[config.mk]
export PLATFORM = sky130hd
export DESIGN_NAME = utf8_ascii_fold
export DESIGN_NICKNAME = d
export VERILOG_FILES = /design/src/rtl/core/uaf_pkg.sv /design/src/rtl/core/utf8_ascii_fold.sv
export SDC_FILE = /design/constraint.sdc
export NUM_CORES = 1
export LEC_CHECK = 0
export ABC_AREA = 1
export BUFFER_PORTS_ARGS = -buffer_cell sky130_fd_sc_hd__buf_4
export CORE_ASPECT_RATIO = 0.75
export CORE_MARGIN = 8
export CORE_UTILIZATION = 51
export DETAILED_ROUTE_END_ITERATION = 12
export PLACE_DENSITY = 0.74
export SLEW_MARGIN = 20
export SYNTH_ARGS = -nofsm -noshare
export SYNTH_HDL_FRONTEND = slang
export SYNTH_SLANG_ARGS = --single-unit
[constraint.sdc]
create_clock -name clock -period 1.8 [get_ports clock]
set_input_delay 0.36 -clock clock [delete_from_list [all_inputs] [get_ports clock]]
set_output_delay 0.36 -clock clock [all_outputs]
set_load 0.05 [all_outputs]
[src/rtl/core/uaf_pkg.sv]
// ============================================================================
// uaf_pkg
// Shared types and constants for the UTF-8 to ASCII folding block.
// ============================================================================
package uaf_pkg;

   localparam int unsigned BYTE_W  = 8;
   localparam int unsigned CHAR_W  = 7;
   localparam int unsigned COUNT_W = 8;

   // Match mode, one-hot
   typedef enum logic [4:0] {
      MODE_IDLE = 5'b00001,  // no pending lead byte
      MODE_C2   = 5'b00010,  // C2 seen
      MODE_E2   = 5'b00100,  // E2 seen
      MODE_E282 = 5'b01000,  // E2 82 seen
      MODE_SKIP = 5'b10000   // dropping continuation bytes
   } mode_type;

   localparam logic [BYTE_W-1:0] LEAD_C2   = 8'hC2;
   localparam logic [BYTE_W-1:0] LEAD_E2   = 8'hE2;
   localparam logic [BYTE_W-1:0] TRAIL_B0  = 8'hB0;
   localparam logic [BYTE_W-1:0] TRAIL_B2  = 8'hB2;
   localparam logic [BYTE_W-1:0] TRAIL_B3  = 8'hB3;
   localparam logic [BYTE_W-1:0] TRAIL_B5  = 8'hB5;
   localparam logic [BYTE_W-1:0] TRAIL_82  = 8'h82;
   localparam logic [BYTE_W-1:0] TRAIL_83  = 8'h83;
   localparam logic [1:0]        CONT_TAG  = 2'b10;   // top bits of 10xxxxxx

   localparam logic [CHAR_W-1:0] CHAR_NONE = 7'h00;
   localparam logic [CHAR_W-1:0] CHAR_U    = 7'h75;   // 'u'
   localparam logic [CHAR_W-1:0] CHAR_TWO  = 7'h32;   // '2'
   localparam logic [CHAR_W-1:0] CHAR_THREE = 7'h33;  // '3'

   localparam logic [COUNT_W-1:0] LIMIT_RESET = 8'd15;

endpackage

[src/rtl/core/utf8_ascii_fold.sv]
// ============================================================================
// utf8_ascii_fold
// Streaming UTF-8 to plain ASCII folding, one source byte per item.
// ============================================================================
//
//  channel | dir | tdata (low bit up)              | tuser/tlast
//  --------+-----+---------------------------------+-----------------------
//  req_    | in  | [7:0] in_byte                   | tlast = string_end
//  rsp_    | out | [6:0] out_char, [7] zero         | tlast = is_end
//  csr_    | in  | [7:0] output_limit              | (always ready)
//
//  rsp valid is registered after req acceptance (input register, then
//  result register); one item per cycle sustained while rsp is taken,
//  set by the mode register loop.
//  Items that yield no character leave the input register without a result.
//  A stalled result holds the result and input registers; the result register frees
//  in the same cycle it is taken, so there is no bubble.
//  Reset clears the mode, count and valid flags and sets the limit to 15.
//
module utf8_ascii_fold
   import uaf_pkg::*;
(
   input  logic              clock,
   input  logic              reset,
   // source bytes
   input  logic              req_tvalid,
   output logic              req_tready,
   input  logic [BYTE_W-1:0] req_tdata,   // [7:0] in_byte
   input  logic              req_tlast,   // string_end
   // folded characters
   output logic              rsp_tvalid,
   input  logic              rsp_tready,
   output logic [BYTE_W-1:0] rsp_tdata,   // [6:0] out_char, [7] zero
   output logic              rsp_tlast,   // is_end
   // output limit register
   input  logic              csr_valid,
   output logic              csr_ready,
   input  logic [COUNT_W-1:0] csr_data    // [7:0] output_limit
);

   // input register
   logic              in_valid_ff, in_valid_in;
   logic [BYTE_W-1:0] in_byte_ff;
   logic              in_last_ff;

   // string state
   mode_type           mode_ff, mode_in;
   logic [COUNT_W-1:0] count_ff, count_in;
   logic [COUNT_W-1:0] limit_ff;

   // result register
   logic              out_valid_ff, out_valid_in;
   logic [CHAR_W-1:0] out_char_ff;
   logic              out_end_ff;

   logic              out_free;
   logic              advance;
   logic              in_take;
   logic              is_cont;
   logic              is_term;
   logic [CHAR_W-1:0] fold_char;
   logic [CHAR_W-1:0] res_char;
   logic              emit;

   // The item in the input register moves on whenever the result slot is free
   // (empty or being taken now), whether or not it produces a character.
   assign out_free   = !out_valid_ff || rsp_tready;
   assign advance    = in_valid_ff && out_free;
   assign req_tready = !in_valid_ff || advance;
   assign in_take    = req_tvalid && req_tready;
   assign csr_ready  = 1'b1;

   assign in_valid_in  = in_take || (in_valid_ff && !advance);

   // ---- folding logic ----
   assign is_cont = (in_byte_ff[7:6] == CONT_TAG);
   assign is_term = in_last_ff || (in_byte_ff == '0);

   always_comb begin
      logic fresh;
      fresh     = 1'b0;
      fold_char = CHAR_NONE;
      mode_in   = mode_ff;
      case (mode_ff)
         MODE_C2: begin
            if (!is_cont) begin
               fresh = 1'b1;
            end else begin
               mode_in = MODE_IDLE;
               if (in_byte_ff == TRAIL_B5)      fold_char = CHAR_U;
               else if (in_byte_ff == TRAIL_B2) fold_char = CHAR_TWO;
               else if (in_byte_ff == TRAIL_B3) fold_char = CHAR_THREE;
               else if (in_byte_ff != TRAIL_B0) mode_in   = MODE_SKIP;
            end
         end
         MODE_E2: begin
            if (!is_cont) fresh = 1'b1;
            else mode_in = (in_byte_ff == TRAIL_82) ? MODE_E282 : MODE_SKIP;
         end
         MODE_E282: begin
            if (!is_cont) begin
               fresh = 1'b1;
            end else begin
               mode_in = MODE_IDLE;
               if (in_byte_ff == TRAIL_82)      fold_char = CHAR_TWO;
               else if (in_byte_ff == TRAIL_83) fold_char = CHAR_THREE;
               else                             mode_in   = MODE_SKIP;
            end
         end
         MODE_SKIP: begin
            if (!is_cont) fresh = 1'b1;
         end
         default: begin
            fresh = 1'b1;
         end
      endcase

      // a byte handled as if idle: ASCII passes, known leads arm a match
      if (fresh) begin
         if (!in_byte_ff[7]) begin
            mode_in   = MODE_IDLE;
            fold_char = in_byte_ff[CHAR_W-1:0];
         end else if (in_byte_ff == LEAD_C2) begin
            mode_in = MODE_C2;
         end else if (in_byte_ff == LEAD_E2) begin
            mode_in = MODE_E2;
         end else begin
            mode_in = MODE_SKIP;
         end
      end

      count_in = count_ff;
      emit     = 1'b0;
      res_char = fold_char;
      if (is_term) begin
         // terminator always goes out and restarts the string
         mode_in  = MODE_IDLE;
         count_in = '0;
         emit     = 1'b1;
         res_char = CHAR_NONE;
      end else if ((fold_char != CHAR_NONE) && (count_ff < limit_ff)) begin
         count_in = count_ff + 1'b1;
         emit     = 1'b1;
      end
   end

   assign out_valid_in = advance ? emit : (out_valid_ff && !rsp_tready);

   // ---- control registers ----
   always_ff @(posedge clock) begin
      if (reset) begin
         in_valid_ff  <= 1'b0;
         out_valid_ff <= 1'b0;
         mode_ff      <= MODE_IDLE;
         count_ff     <= '0;
         limit_ff     <= LIMIT_RESET;
      end else begin
         in_valid_ff  <= in_valid_in;
         out_valid_ff <= out_valid_in;
         if (advance) begin
            mode_ff  <= mode_in;
            count_ff <= count_in;
         end
         if (csr_valid && csr_ready) limit_ff <= csr_data;
      end
   end

   // ---- payload registers ----
   always_ff @(posedge clock) begin
      if (in_take) begin
         in_byte_ff <= req_tdata;
         in_last_ff <= req_tlast;
      end
      if (advance && emit) begin
         out_char_ff <= res_char;
         out_end_ff  <= is_term;
      end
   end

   assign rsp_tvalid = out_valid_ff;
   assign rsp_tdata  = {1'b0, out_char_ff};
   assign rsp_tlast  = out_end_ff;

endmodule

Word-level counts from Yosys, hierarchy flattened --
Index checks and enable logic that the tools add are counted.
Storage, ports and cells: output and inout port bits 12, logic and storage cells 81, input port bits 22, flip-flop bits (word level) 40
Operators by class: order comparisons 1, add/sub/neg operators 1, multiplexer cells 33, reductions and logical operators 21, equal/unequal tests 16
Operator list (count):
- 2-to-1 mux 5 bit | 15
- == test 8 bit (second input constant) | 7
- 2-to-1 mux 6 bit | 5
- 2-to-1 mux 7 bit | 4
- 2-to-1 mux 8 bit | 2
- case mux 5 bit (3 select lines) | 1
- case mux 7 bit (2 select lines) | 1
- inequality test 4 bit (second input constant) | 3
- adder 8 x 1 -> 8 bit (second input constant) | 1
- zero test 8 bit | 1
- < comparator 8 bit | 1
- inequality test 8 bit (second input constant) | 1
- nonzero test 7 bit | 1
- logical AND 1 bit | 6
- == test 5 x 2 -> 1 bit (second input constant) | 1
- == test 5 x 3 -> 1 bit (second input constant) | 1
- == test 5 x 4 -> 1 bit (second input constant) | 1
- == test 5 bit (second input constant) | 1
- 2-to-1 mux 1 bit | 5
- AND reduction 5 bit | 1
- nonzero test 5 bit | 1
- zero test 1 bit | 4
- logical OR 1 bit | 4
- OR reduction 4 bit | 1
- other kinds (3) | 3

Depth between registers and ports, before layout --
Gate-level depths: netlist (run 1).
depth in word-level cells 13, depth in mapped cells 13, gate-level depth less buffers 13

Least setup slack after synthesis (run 1) --
No wires, ideal clock.
path kind reg2reg, from reg out_valid_ff, in the netlist rsp_tvalid, to reg in_byte_ff[0], enable pin, cell stages (with the launch flop) 6, path slack 0.043 ns, library setup time 0.278 ns, data arrival time 1.478 ns, buffers on the path 0, period minus slack after synthesis 1.757 ns, required time 1.522 ns, cells stage by stage dfxtp_1 -> inv_2 -> nor2_1 -> nand2_1 -> nand2_1 -> inv_1
On the way: cells in the longest elaborated chain, start to end 5
Ends and longest elaborated chain:
- start, declared | RTL line utf8_ascii_fold.sv:52 | logic out_valid_ff, out_valid_in;
- start signal, assigned | RTL line utf8_ascii_fold.sv:159 | out_valid_ff <= out_valid_in;
- zero test 1 bit | RTL line utf8_ascii_fold.sv:67 | assign out_free = !out_valid_ff || rsp_tready;
- logical OR 1 bit | RTL line utf8_ascii_fold.sv:67
- logical AND 1 bit | RTL line utf8_ascii_fold.sv:68 | assign advance = in_valid_ff && out_free;
- logical OR 1 bit | RTL line utf8_ascii_fold.sv:69 | assign req_tready = !in_valid_ff || advance;
- named net req_tready | RTL line utf8_ascii_fold.sv:27 | output logic req_tready,
- logical AND 1 bit | RTL line utf8_ascii_fold.sv:70 | assign in_take = req_tvalid && req_tready;
- named net in_take | RTL line utf8_ascii_fold.sv:58 | logic in_take;
- end signal, assigned | RTL line utf8_ascii_fold.sv:171 | in_byte_ff <= req_tdata;
- end, declared | RTL line utf8_ascii_fold.sv:43 | logic [BYTE_W-1:0] in_byte_ff;
The timed path passes the listed nets, and every way through them passes these cells. A chain may end at the register's enable or synchronous reset.

Worst setup path in the final report (run 1) --
from reg in_byte_ff[7], to reg out_char_ff[0], enable pin
On the way: cells in the longest elaborated chain, start to end 13, elaborated cells on any way between the ends 25, those cells by class eq/ne: 6; mux: 14; reduce/logical: 5
Ends and longest elaborated chain:
- == test 8 bit | RTL line utf8_ascii_fold.sv:92 | else if (in_byte_ff == TRAIL_B3) fold_char = CHAR_THREE;
- 2-to-1 mux 6 bit | RTL line utf8_ascii_fold.sv:92
- 2-to-1 mux 6 bit | RTL line utf8_ascii_fold.sv:91 | else if (in_byte_ff == TRAIL_B2) fold_char = CHAR_TWO;
- 2-to-1 mux 7 bit | RTL line utf8_ascii_fold.sv:90 | if (in_byte_ff == TRAIL_B5) fold_char = CHAR_U;
- 2-to-1 mux 7 bit | RTL line utf8_ascii_fold.sv:86 | if (!is_cont) begin
- case mux 7 bit (2 select lines) | RTL line utf8_ascii_fold.sv:84 | case (mode_ff)
- 2-to-1 mux 7 bit | RTL line utf8_ascii_fold.sv:120 | if (!in_byte_ff[7]) begin
- 2-to-1 mux 7 bit | RTL line utf8_ascii_fold.sv:119 | if (fresh) begin
- nonzero test 7 bit | RTL line utf8_ascii_fold.sv:141 | end else if ((fold_char != CHAR_NONE) && (count_ff < limit_ff)) begin
- logical AND 1 bit | RTL line utf8_ascii_fold.sv:141
- 2-to-1 mux 1 bit | RTL line utf8_ascii_fold.sv:141
- 2-to-1 mux 1 bit (*) | RTL line utf8_ascii_fold.sv:135 | if (is_term) begin
- logical AND 1 bit (*) | RTL line utf8_ascii_fold.sv:174 | if (advance && emit) begin
- end signal, assigned | RTL line utf8_ascii_fold.sv:175 | out_char_ff <= res_char;
- end, declared | RTL line utf8_ascii_fold.sv:53 | logic [CHAR_W-1:0] out_char_ff;
Mark *: on every way between the ends. The rest lies on a longest branch, timed or not.

==> results of run 1 <==
## routing by layer
metal,routed length (µm),GRT usage
met1,2430,0.192
met2,2260,0.210
met3,304,0.0418
met4,82,0.0480
met5,0,0
## cell type report
| cell class | instances | area [µm²] | area share |
|---|---|---|---|
| inverters | 38 | 150 | 0.0508 |
| multi-input cells | 199 | 1250 | 0.425 |
| clock buffers | 6 | 82.6 | 0.0280 |
| repair buffers | 54 | 413 | 0.140 |
| well taps | 57 | 71.3 | 0.0242 |
| clock inverters | 2 | 10.0 | 0.00339 |
| flip-flops and latches | 40 | 971 | 0.329 |
## worst register-to-register path: stages (launching register included)
cell and delay (ns):
edfxtp_1 0.47, buf_4 0.18, buf_4 0.13, buf_4 0.14
nor2_2 0.15, nor2_1 0.08, nand3_2 0.12, nand2_8 0.11
nand2_4 0.12
## report_power, final
| group | switching (mW) | internal, mW |
|---|---|---|
| clock | 0.315 | 0.306 |
| combinational | 0.240 | 0.150 |
| sequential | 0.0327 | 0.999 |
## state kept, by name, summed over array words and instances, names as in the netlist
signal and cells:
limit_ff 8, count_ff 8, out_char_ff 7, in_last_ff 1, in_byte_ff 8, in_valid_ff 1
mode_ff 5, rsp_tlast 1, rsp_tvalid 1
## stage by stage
step                      hold slack [ns]  total power, mW  TNS [ns]   util  setup WS, ns
after floorplan                     0.429             1.27         0      -        0.0435
after global placement              0.446             1.38         0  0.602        0.0560
after detailed placement            0.448             1.38         0  0.602        0.0302
after CTS                           0.232             1.99         0  0.626        0.0146
after global routing                0.228             2.13    -0.642  0.677       -0.0589
final                               0.235             2.04         0  0.677        0.0185
## how the worst max path moves through the flow
stage	end	slack, ns	cells past startpoint
6_report	out_char_ff[0]	0.02	8
3_5_place_dp	out_char_ff[6]	0.03	9
4_1_cts	out_char_ff[6]	0.01	9
3_3_place_gp	rsp_tvalid	0.06	12
5_1_grt	count_ff[2]	-0.06	13
2_1_floorplan	in_byte_ff[0]	0.04	5
## logic make-up (layout without fill, tap and decap cells)
| logic type | count (synthesis) | count (layout) | synth area share |
|---|---|---|---|
| simple gates | 137 | 139 | 0.308 |
| compound gates | 44 | 44 | 0.111 |
| buf+inv | 43 | 100 | 0.0798 |
| flops | 40 | 40 | 0.430 |
| fa+ha+maj | 8 | 8 | 0.0443 |
| xor+xnor | 6 | 6 | 0.0233 |
| other cells | 2 | 2 | 0.00333 |
## timing repair
item / 4_1_cts / 5_1_grt
setup buffers: 2 / 8
resized for setup: 0 / 30
gates cloned: 0 / 2
pin swaps: 0 / 20
setup endpoints to repair: 1 / 22
endpoints found under the hold margin: 0 / 0
## cell usage in the layout, fill, tap and decap left out, types with 4 or more instances in the layout
master and instances:
nand2_4 6, buf_4 52, ha_1 6, nand2_2 12, nor2_4 4, nand3_1 11, nor2_1 25, a21oi_2 7
dfxtp_1 23, nand2_1 46, nor2_2 13, inv_2 7, inv_1 29, edfxtp_1 17, a21oi_1 20, o21ai_0 12
nand3_2 12, clkbuf_8 6, nor3_1 4
==> impl_metrics.toml, run 1 <==
[status]
status = "finished clean"

[route]
drtAntennaViolNets = 0
routedWlPerCell_um = 12.8
wirelength_um = 5080
first_pass_iters = 4
vias = 1962
drtIter0Drc = 107
drc_errors = 0
via_per_inst = 4.95

[critical_path]
rr_endpoint = "out_char_ff[0]"
arrival_ns = 1.80
critPathBufInv = 3
critPathMaxStageDelay_ns = 0.47
crit_path_start = "in_byte_ff[7]"
r2r-start = "in_byte_ff[7]"
rrSetupSlack_ns = 0.02
r2r_cells = 8
startpoint_type = "flip-flop"
crit_slowest_cell = "edfxtp_1"
crit_top_cell = "buf_4"
critPathMaxFanout = 7
path_class = "reg -> reg"
crit_chain = "buf_4 > buf_4 > buf_4 > nor2_2 > nor2_1 > nand3_2 > nand2_8 > nand2_4"
cp_top_family = "simple AND/OR/NAND/NOR gates"
end_kind = "flip-flop"
critPathRequiredTime_ns = 1.82

[synthesis]
ys_ff_latch = 40
syn-instance-count = 280
synth_nets = 310
yosys.area.top_type = "edfxtp_1"
yosysTopAreaCellShare = 0.226
syn_avg_cell_area_um2 = 8.06
synthFlopType = "dfxtp_1"
async_reset_ff_frac = 0
netlist_area_um2 = 2260
yosysWarnings = 0
synth-edff-count = 17
yosysSeqAreaShare = 0.430
ys_top_cells_by_count = "nand2_1, nor2_1, inv_1"
synth.most_common_cell = "nand2_1"
ys_top_cells_by_area = "edfxtp_1, dfxtp_1, nand2_1"
ys_types = 32

[timing]
finClkSkew_ns = 0.00450
fin_crit_sh = 0.990
fmax_mhz = 561
setup_viol = 0
finalCriticalPeriod_ns = 1.78
slew_viol_final = 0
rsz0062_at_grt = "true"
finalHoldViolCount = 0

[global_route]
grt_pass1_vias = 1696
antenna_found_initial = 0
grt_overflow = 0
grt_max_degree = 18
grt_pass1_wl_um = 7770
gr-usage-all-layers = 0.142

[finish]
nets = 368
synthToLayoutAreaGrowth_pct = 30.8
fill_cells = 351
layoutNonFillerInstCount = 396
stdcell_area_um2 = 2950
antenna_cells = 0
drive_gt1_frac = 0.389

[clocking]
hold_buffers = 0
cts_made_buffers = 5
clock_latency_ns = 0.30
cts_max_level = 2
root_buffer = "clkbuf_8"
clockBufferDepth = 2
cts_tree = "done"
path_clk_slew_ns = 0.08
clock-sinks = 40

[min_path]
hold_start = "req_tdata[5]"
holdPathEnd = "in_byte_ff[5]"
hold_path.class = "in -> reg"
hold_depth = 1

[floorplanning]
ios = 34
initial_core_util = 0.517
rows = 21
core_um2 = 4360
die-area_um2 = 6830
die_h_um = 73.6
die_width_um = 92.8

[placed_design]
place.gp.congestion = 0.842
hpwlAfterDp_um = 3600
port_buffers = 31
dp_cells = 376
placed_area_um2 = 2620

[flow_run]
drv_cap = 0

[power]
power.leakage_nw = 1.36
power.density_nw_per_um2 = 692
peakVddDrop_mv = 0.546
(Power assumes the default switching activity.)
==> run 2, diff against run 1 <==
==> constraint.sdc (replaced) <==
create_clock -name clock -period 1.5 [get_ports clock]
set_input_delay 0.3 -clock clock [delete_from_list [all_inputs] [get_ports clock]]
set_output_delay 0.3 -clock clock [all_outputs]
set_load 0.05 [all_outputs]
==> run 2 against run 1 <==
- the flow now finishes with violations (setup timing)
- first-iteration DRC count increased by 3.7%
- clock skew up 0.0043 ns
- cell count is 8.3% higher
- combinational power grew 38%
- critical path type unchanged
- largest cell class unchanged
- highest routed layer unchanged
==> impl_metrics.toml, run 2 (synthesis gave the netlist of run 1 again) <==
[min_path]
hold_path.class = "in -> reg"
hold_start = "req_tdata[4]"
holdPathEnd = "in_byte_ff[4]"
hold_depth = 1

[critical_path]
critPathRequiredTime_ns = 1.73
r2r_cells = 13
crit_slowest_cell = "edfxtp_1"
end_kind = "flip-flop"
critPathMaxFanout = 6
r2r-start = "in_byte_ff[2]"
critPathBufInv = 2
cp_top_family = "simple AND/OR/NAND/NOR gates"
critPathMaxStageDelay_ns = 0.42
rrSetupSlack_ns = -0.25
startpoint_type = "flip-flop"
path_class = "reg -> reg"
crit_path_start = "in_byte_ff[2]"
arrival_ns = 1.98
crit_top_cell = "nand2_2"
rr_endpoint = "count_ff[7]"
crit_chain = "buf_6 > nand2_2 > nor2_1 > nand2_2 > nand2_2 > nand2_2 > nand3_2 > nor2_2 > nand3_2 > nand2_4 > buf_12 > nand3_4 > a21oi_2"

[clocking]
cts_max_level = 2
cts_made_buffers = 5
cts_tree = "done"
root_buffer = "clkbuf_8"
path_clk_slew_ns = 0.07
clockBufferDepth = 2
clock-sinks = 40
clock_latency_ns = 0.30

[timing]
fmax_mhz = 572
finalCriticalPeriod_ns = 1.75
slew_viol_final = 0
setup_viol = 27
finClkSkew_ns = 0.00884
rsz0062_at_grt = "true"
fin_ws_ns = -0.249
fin_crit_sh = 1.17
finalHoldViolCount = 0

[global_route]
grt_overflow = 0
antenna_found_initial = 0
grt_max_degree = 15
gr-usage-all-layers = 0.171
grt_pass1_vias = 2039
grt_pass1_wl_um = 9240

[route]
vias = 2140
drtIter0Drc = 111
routedWlPerCell_um = 13.0
drtAntennaViolNets = 0
wirelength_um = 5570
top_layer = "met4"
wl_met2_um = 2660
wl_met1_um = 2450
via_per_inst = 4.99
first_pass_iters = 4
drc_errors = 0
wl_met3_um = 375

[power]
sw_frac_of_total = 0.283
p_switching_uw = 690
comb_power_share = 0.220
peakVddDrop_mv = 0.537
power.density_nw_per_um2 = 755
pwr-share-seq = 0.506
p_int_mw = 1.75
clock_power_share = 0.274
power.leakage_nw = 1.51

[placed_design]
placed_area_um2 = 2900
port_buffers = 31
hpwlAfterDp_um = 3900
place.gp.congestion = 0.912
pre_cts_ws_ns = -0.294

[flow_run]
drv_cap = 0

[floorplanning]
die-area_um2 = 6830
core_um2 = 4360
ios = 34
initial_core_util = 0.517
die_h_um = 73.6
rows = 21
die_width_um = 92.8

[finish]
layout_commonest_cell = "buf_4"
largestRegisters = "count_ff (8), in_byte_ff (8), limit_ff (8)"
drive_gt1_frac = 0.478
stdcell_area_um2 = 3230
final_cell_mix = "buf_4, nand2_1, nor2_1, inv_1, a21oi_1"
antenna_cells = 0
synthToLayoutAreaGrowth_pct = 43.3
nets = 402

[status]
failed_checks = "setup timing"
status = "finished, violations left"
[run 2: changes by cell type in the layout (fill, tap and decap cells not counted), moves of 3 or more]
| cell | previous run | this run |
|---|---|---|
| nand2_2 | 12 | 17 |
| dfxtp_2 | 0 | 7 |
| dfxtp_1 | 23 | 16 |
| nor2_2 | 13 | 10 |
| nand2_1 | 46 | 43 |
| buf_4 | 52 | 84 |
[run 2: power by group through the flow]
stage	sequential [mW]	combinational [mW]	clock, mW
2_1_floorplan	1.30	0.219	0
3_3_place_gp	1.25	0.465	0
3_5_place_dp	1.26	0.472	0
4_1_cts	1.23	0.511	0.677
5_1_grt	1.24	0.584	0.730
6_report	1.24	0.537	0.669
[run 2: final cells by class]
| class | count | area (µm²) |
|---|---|---|
| multi-input cells | 198 | 1260 |
| fillers | 347 | 1130 |
| flip-flops and latches | 40 | 980 |
| repair buffers | 89 | 696 |
| inverters | 38 | 150 |
| clock buffers | 7 | 76.3 |
| well taps | 57 | 71.3 |
[run 2: metrics by stage]
step                      hold slack (ns)  cells  utilization  power [mW]  setup TNS (ns)
after global routing                0.169    429        0.742        2.56           -7.59
after CTS                           0.173    425        0.717        2.42           -3.88
final                               0.178    429        0.742        2.44           -4.64
after global placement              0.449    410        0.664        1.72           -3.72
after floorplan                     0.399    280            -        1.52           -1.66
after detailed placement            0.450    410        0.664        1.73           -4.93
[run 2: worst max path at each step]
stage                     cells after the start  slack [ns]             end
final                                        13       -0.25     count_ff[7]
after CTS                                     9       -0.21  out_char_ff[1]
after global routing                         13       -0.36     count_ff[7]
after global placement                        9       -0.22  out_char_ff[3]
after detailed placement                      9       -0.29  out_char_ff[1]
after floorplan                               9       -0.12  out_char_ff[0]
[run 2: timing repair]
action                                  4_1_cts  5_1_grt
resized for setup                            24       19
endpoints found under the setup margin       26       30
pin swaps                                    25       14
hold buffers                                  0        0
setup buffers                                 7        4
cloned                                        1        0
[run 2: metal layers]
layer	global-route usage	vias up
met2	0.280	59
met4	0.0658	0
met3	0.0439	8
li1	-	1089
met1	0.210	984
met5	0	-
==> run 3, diff against run 2 <==
--- a/config.mk
+++ b/config.mk
@@ -6,12 +6,14 @@
 export NUM_CORES = 1
 export LEC_CHECK = 0
 export ABC_AREA = 1
+export ABC_CLOCK_PERIOD_IN_PS = 1500
 export BUFFER_PORTS_ARGS = -buffer_cell sky130_fd_sc_hd__buf_4
 export CORE_ASPECT_RATIO = 0.75
 export CORE_MARGIN = 8
-export CORE_UTILIZATION = 51
+export CORE_UTILIZATION = 53
+export CTS_BUF_LIST = sky130_fd_sc_hd__clkbuf_4
 export DETAILED_ROUTE_END_ITERATION = 12
-export PLACE_DENSITY = 0.74
+export PLACE_DENSITY = 0.76
 export SLEW_MARGIN = 20
 export SYNTH_ARGS = -nofsm -noshare
 export SYNTH_HDL_FRONTEND = slang
==> run 3 against run 2 <==
- the flow still finishes with violations (setup timing)
- clock power down 19%
- combinational power grew 1%
- critical path depth decreased by 1
- core utilization increased by 4.8 points
- global-route usage shrank 0.52 points
- non-clock buffer count stayed put
- die area decreased by 3.0%
- setup slack got worse by 0.010 ns
- clock skew up 0.0018 ns
- flip-flop and latch count is the same
==> impl_metrics.toml, run 3 (synthesis gave the netlist of run 1 again) <==
[clocking]
hold_buffers = 0
clock_latency_ns = 0.35
cts_tree = "done"
clockBufferDepth = 2
cts_max_level = 2
cts_made_buffers = 5
root_buffer = "clkbuf_4"
path_clk_slew_ns = 0.11
clock-sinks = 40

[route]
drc_errors = 0
first_pass_iters = 4
drtAntennaViolNets = 0
wirelength_um = 5690
via_per_inst = 5.00
vias = 2134
routedWlPerCell_um = 13.3
drtIter0Drc = 215

[finish]
drive_gt1_frac = 0.478
fill_cells = 292
stdcell_area_um2 = 3220
layout_commonest_cell = "buf_4"
largestRegisters = "count_ff (8), in_byte_ff (8), limit_ff (8)"
antenna_cells = 0
synthToLayoutAreaGrowth_pct = 42.7
final_cell_mix = "buf_4, nand2_1, inv_1"
nets = 402

[timing]
finalCriticalPeriod_ns = 1.76
finalHoldViolCount = 0
rsz0062_at_grt = "true"
fmax_mhz = 569
fin_ws_ns = -0.259
fin_crit_sh = 1.17
slew_viol_final = 0
finClkSkew_ns = 0.0107
setup_viol = 30

[critical_path]
r2r_cells = 12
critPathBufInv = 2
path_class = "reg -> reg"
critPathMaxFanout = 6
crit_chain = "nand2_4 > nor2_4 > nand2_2 > inv_1 > nand2_2 > nand3_4 > nor2_2 > nand3_2 > nand2_4 > buf_6 > nand3_2 > a21oi_2"
arrival_ns = 2.04
cp_num_cells = 12
crit_slowest_cell = "edfxtp_1"
cp_top_family = "simple AND/OR/NAND/NOR gates"
startpoint_type = "flip-flop"
critPathRequiredTime_ns = 1.78
critPathMaxStageDelay_ns = 0.46
end_kind = "flip-flop"

[power]
power.leakage_nw = 1.55
finalPower_mw = 2.32
peakVddDrop_mv = 0.590
power.density_nw_per_um2 = 719

[floorplanning]
die-area_um2 = 6620
rows = 20
die_h_um = 72.5
die_width_um = 91.4
initial_core_util = 0.553
core_um2 = 4080
ios = 34

[global_route]
grt_max_degree = 15
grt_pass1_wl_um = 8830
grt_pass1_vias = 1991
gr-usage-all-layers = 0.165
antenna_found_initial = 0
grt_overflow = 0

[placed_design]
pre_cts_ws_ns = -0.251
place.gp.congestion = 0.866
port_buffers = 31
placed_area_um2 = 2920
hpwlAfterDp_um = 4030

[flow_run]
drv_cap = 0

[min_path]
hold_path.class = "in -> reg"
hold_depth = 1

[status]
status = "finished, violations left"
failed_checks = "setup timing"
-- run 3: metrics by stage --
stage                     TNS, ns  hold WS (ns)  cells   util
after floorplan             -1.66         0.399    280      -
after global placement      -3.24         0.444    413  0.716
after detailed placement    -4.67         0.454    413  0.716
after CTS                   -4.01         0.105    425  0.759
after global routing        -8.73        0.0963    427  0.790
final                       -5.47         0.120    427  0.790
-- run 3: path summary, 6_finish.rpt --
kind / startpoint / end / slack, ns
setup / recovery: in_byte_ff[7] / count_ff[6] / -0.26
hold / removal: req_tdata[7] / in_byte_ff[7] / 0.12
setup reg to reg: in_byte_ff[7] / count_ff[6] / -0.26
hold reg to reg: limit_ff[6] / limit_ff[6] / 0.47
-- run 3: power breakdown --
group	total, mW	leakage (nW)	internal [mW]	switching (mW)
clock network	0.540	0.0322	0.213	0.327
registers	1.23	0.359	1.20	0.0344
logic	0.544	1.16	0.229	0.315
-- run 3: worst reg2reg max path, cell delays in order, from the launching register on --
cell and delay, ns:
edfxtp_1 0.46, nand2_4 0.12, nor2_4 0.06, nand2_2 0.07, inv_1 0.05, nand2_2 0.08
nand3_4 0.07, nor2_2 0.14, nand3_2 0.11, nand2_4 0.17, buf_6 0.15, nand3_2 0.07
a21oi_2 0.14
-- run 3: repair_timing --
| item | CTS | global route |
|---|---|---|
| gates resized for setup | 20 | 32 |
| pin swaps | 14 | 20 |
| cloned | 1 | 0 |
| setup buffers | 4 | 2 |
| setup endpoints to repair | 31 | 31 |
-- run 3: routing by layer --
layer  track usage  share of wire  vias up
met2         0.244           0.45       61
met3        0.0485          0.059       10
met5             0              0        -
met1         0.219           0.47      975
met4        0.0705          0.016        0
li1              -              -     1088
-- run 3: cell type report --
class                           instances  area [µm²]  share of cell area
Timing Repair Buffer                   89         691               0.214
Multi-Input combinational cell        198        1280               0.398
Sequential cell                        40         976               0.303
Inverter                               38         150              0.0466
Tap cell                               55        68.8              0.0214
Clock buffer                            7        52.6              0.0163
